--- config.mk ---
export PLATFORM = sky130hd
export DESIGN_NAME = cmbb_ctrl
export DESIGN_NICKNAME = d
export VERILOG_FILES = /design/src/rtl/core/cmbb_pkg.sv /design/src/rtl/core/cmbb_ctrl.sv
export SDC_FILE = /design/constraint.sdc
export NUM_CORES = 1
export LEC_CHECK = 0
export ABC_AREA = 1
export BUFFER_PORTS_ARGS = -buffer_cell sky130_fd_sc_hd__buf_2
export CORE_AREA = 2 2 39 41
export DETAILED_ROUTE_END_ITERATION = 6
export DIE_AREA = 0 0 41 43
export PLACE_DENSITY = 0.4
export SYNTH_ARGS = -nofsm -noshare
export SYNTH_HDL_FRONTEND = slang
export SYNTH_SLANG_ARGS = --single-unit
--- constraint.sdc ---
create_clock -name clk -period 2.8 [get_ports clk]
set_input_delay 0 -clock clk [delete_from_list [all_inputs] [get_ports clk]]
set_output_delay 0 -clock clk [all_outputs]
set_load 0.02 [all_outputs]
--- src/rtl/core/cmbb_pkg.sv ---
// Shared types and constants for the clipped mask blit and blend core.
// Holds item and register codes, blend modes, controller state and
// the command/status structs between controller and datapath.
`timescale 1ns / 1ps

package cmbb_pkg;

	// default store geometry
	localparam int DEF_MAX_WIDTH  = 128;
	localparam int DEF_MAX_HEIGHT = 128;

	// saturation ceiling for additive blending
	localparam logic [7:0] SAT_MAX = 8'd31;

	// configuration port geometry
	localparam int CFG_IDX_W  = 3;
	localparam int CFG_DATA_W = 9;

	// register indexes
	localparam logic [CFG_IDX_W-1:0] REG_DEST_WIDTH  = 3'd0;
	localparam logic [CFG_IDX_W-1:0] REG_DEST_HEIGHT = 3'd1;
	localparam logic [CFG_IDX_W-1:0] REG_SRC_WIDTH   = 3'd2;
	localparam logic [CFG_IDX_W-1:0] REG_SRC_HEIGHT  = 3'd3;
	localparam logic [CFG_IDX_W-1:0] REG_OFFSET_X    = 3'd4;
	localparam logic [CFG_IDX_W-1:0] REG_OFFSET_Y    = 3'd5;
	localparam logic [CFG_IDX_W-1:0] REG_BLEND_MODE  = 3'd6;

	// item kinds
	localparam logic [1:0] KIND_PIXEL = 2'd0;
	localparam logic [1:0] KIND_WRITE = 2'd1;
	localparam logic [1:0] KIND_READ  = 2'd2;

	// blend modes
	localparam logic [1:0] MODE_COPY = 2'd0;
	localparam logic [1:0] MODE_ADD  = 2'd1;
	localparam logic [1:0] MODE_SUB  = 2'd2;

	// controller states
	typedef enum logic [1:0] {
		ST_CLEAR,
		ST_IDLE,
		ST_FETCH,
		ST_UPDATE
	} state_t;

	// controller to datapath
	typedef struct packed {
		logic in_ready;
		logic capture;
		logic clear_step;
		logic update;
	} ctrl_cmd_t;

	// datapath to controller
	typedef struct packed {
		logic clear_done;
		logic read_pending;
		logic out_busy;
	} dp_sts_t;

endpackage

--- src/rtl/core/cmbb_ctrl.sv ---
// Sequencing state machine of the blit core: clear sweep, accept, fetch, update.
// Depends on cmbb_pkg for state and command/status types.
`timescale 1ns / 1ps

module cmbb_ctrl (
	input  logic                 clk,
	input  logic                 arst_n,
	input  logic                 item_valid,
	input  cmbb_pkg::dp_sts_t    sts,
	output cmbb_pkg::ctrl_cmd_t  cmd
);
	import cmbb_pkg::*;

	state_t state_q;
	state_t state_nxt;

	// state register
	always_ff @(posedge clk or negedge arst_n) begin
		if (!arst_n) begin
			state_q <= ST_CLEAR;
		end else begin
			state_q <= state_nxt;
		end
	end

	// next state and commands
	always_comb begin
		state_nxt = state_q;
		cmd       = '0;
		unique case (state_q)
			ST_CLEAR: begin
				cmd.clear_step = 1'b1;
				if (sts.clear_done) begin
					state_nxt = ST_IDLE;
				end
			end
			ST_IDLE: begin
				cmd.in_ready = 1'b1;
				if (item_valid) begin
					cmd.capture = 1'b1;
					state_nxt   = ST_FETCH;
				end
			end
			ST_FETCH: begin
				state_nxt = ST_UPDATE;
			end
			ST_UPDATE: begin
				// hold a read transaction while the result register is still occupied
				if (!(sts.read_pending && sts.out_busy)) begin
					cmd.update = 1'b1;
					state_nxt  = ST_IDLE;
				end
			end
			default: begin
				state_nxt = ST_IDLE;
			end
		endcase
	end

endmodule

==> results.ini <==
[grt]
antenna_found_initial=0
grt_pass1_vias=175
track_usage=0.04920
grt-ovfl-total=0
grt_first_pass_wirelength_um=552
grt_max_degree=6

[synthesis]
synth_nets=34
ys_warn_count=0
synthCells=24
syn_avg_cell_area_um2=7.976
ys_seq_area_frac=0.2614
yosysUniqueCellTypes=8
synthFlopType=dfrtp_1
netlist_area_um2=191.4
yosys-top-cells-count=6 x inv_1, 6 x nand2_1, 4 x ha_1
synth_largest_area_cell=dfrtp_1
synth_top_area_share=0.2614
async_reset_ff_frac=1.000
synthTopCellsByArea=dfrtp_1 26%, ha_1 26%, inv_1 12%
yosys_register_bits=2
synth-edff-count=0

[clock_tree]
cts_hold_buf=1
root_buffer=clkbuf_4
clockBufferDepth=2
cts_buffers=3
post_cts_buffers=0
cts_resized=0
cts_htree_levels=1
cts.clk_slew.worst_paths_ps=30
worstSkewPairLatency_ps=220
cts.sinks=2
cts_tree=yes

[setup_path]
end_kind=output pin
crit_family=flip-flops
crit_slowest_cell=dfrtp_1
regToRegStartpoint=state_q[0]
crit_fanout=3
cp_common_cell=inv_1
crit_type=flip-flop to output pin
worstPathCellList=inv_1 -> ha_1 -> nand2_1 -> inv_1 -> buf_2
arrival_ps=1160
cp-startpoint=state_q[1]
worstPathBufferInverterCount=3
critPathMaxStageDelay_ps=380
startpoint_type=flip-flop
critical_path_required_ps=2800

[routing]
vias=186
drt-initial-drc-count=2
finalWirelength_um=330
viasPerCell=3.509
dr.pass1.iters=2
wl_per_cell_um=6.226
drc=0
drt.antenna.violating_nets=0

[floorplan]
top_level_ports=10
start_util=0.1383
die_h_um=43
coreArea_um2=1384
fp-row-count=14
die_width_um=41
die_area_um2=1763

[job]
maxCapViolations=0

[timing]
fin_ws_ps=1642
period_minus_slack_ps=1158
worstMarginPinSlew_ps=168.3
setup_viol=0
fin_hold_ws_ps=85.90
skew_ps=3.944
slew_violations=0
clock.fmax_mhz=863.3
slew_headroom=0.8878
tns_ps=0
grt_setup_unrepaired=false
final.period_utilization=0.4137
hold_viol_final=0

[finish]
reg.largest.list=state_q x2
nNetsFinal=49
largest_register_ff_count=2
final_core_util=0.2089
layout-drive-gt1-share=0.4054
syn2layout_area_growth_pct=50.98
regMostFlops=state_q
antenna-diode-count=0

[status]
status=finished clean

[place]
post-place-ws_ps=1679
io_buffers=9
hpwlAfterDp_um=289.5
gp_congestion=0.7172

[worst_hold_path]
hold_class=input port to asynchronous set/reset pin

[power]
ir_drop_mv=0.3007
power.density_nw_per_um2=1035
p_leak_uw=0.0001796

-- report_power, final --
part	internal [uW]	switching, uW
logic	70.3	105
clock network	47.2	15.6
registers	45.5	15.7
total	163	136
-- worst paths after layout --
kind	to	depth (start not counted)	slack, ps
max in group asynchronous	state_q[0]	2	2620
setup reg to reg	state_q[0]	6	1690
hold reg to reg	state_q[1]	2	510
setup / recovery	cmd[2]	5	1640
hold / removal	state_q[1]	2	90
min in group clk	state_q[1]	4	140
-- cell usage in the layout, fill, tap and decap left out --
cell type and n:
nand2_1 6, clkbuf_4 3, dlygate4sd3_1 1, nand2_2 1, nand3_2 2, inv_1 6, nand4_1 2, buf_2 9
dfrtp_1 2, a21boi_1 1, ha_1 4
-- stage by stage --
step / total power (uW) / instances / area [um^2]
3_5_place_dp: 240.4 / 49 / 256.5
2_1_floorplan: 195.8 / 24 / 191.4
3_3_place_gp: 242.1 / 49 / 256.5
4_1_cts: 308.4 / 53 / 289.0
6_report: 299.3 / 53 / 289.0
5_1_grt: 336.4 / 53 / 289.0
-- area by class of cell --
type	count	area [um^2]
clock buffers	3	22.52
fillers	160	1095
inverters	6	22.52
multi-input cells	16	118.9
flip-flops and latches	2	50.05
well taps	16	20.02
repair buffers	10	55.05
-- per-layer routing --
metal	GRT usage	up-vias	part of all wire
met5	0	-	0
met4	0.06000	0	0
met3	0.01571	0	0.061
met2	0.06563	4	0.51
met1	0.05145	82	0.43
li1	-	100	-
-- cell families after synthesis --
group                      Yosys count  synth area share
and+or+nand+nor                     11            0.3203
AOI/OAI and AO/OA                    1           0.03923
DFF                                  2            0.2614
adders and majority gates            4            0.2614
buffers and inverters                6            0.1176
No activity file was read; power rests on OpenSTA's default activity.
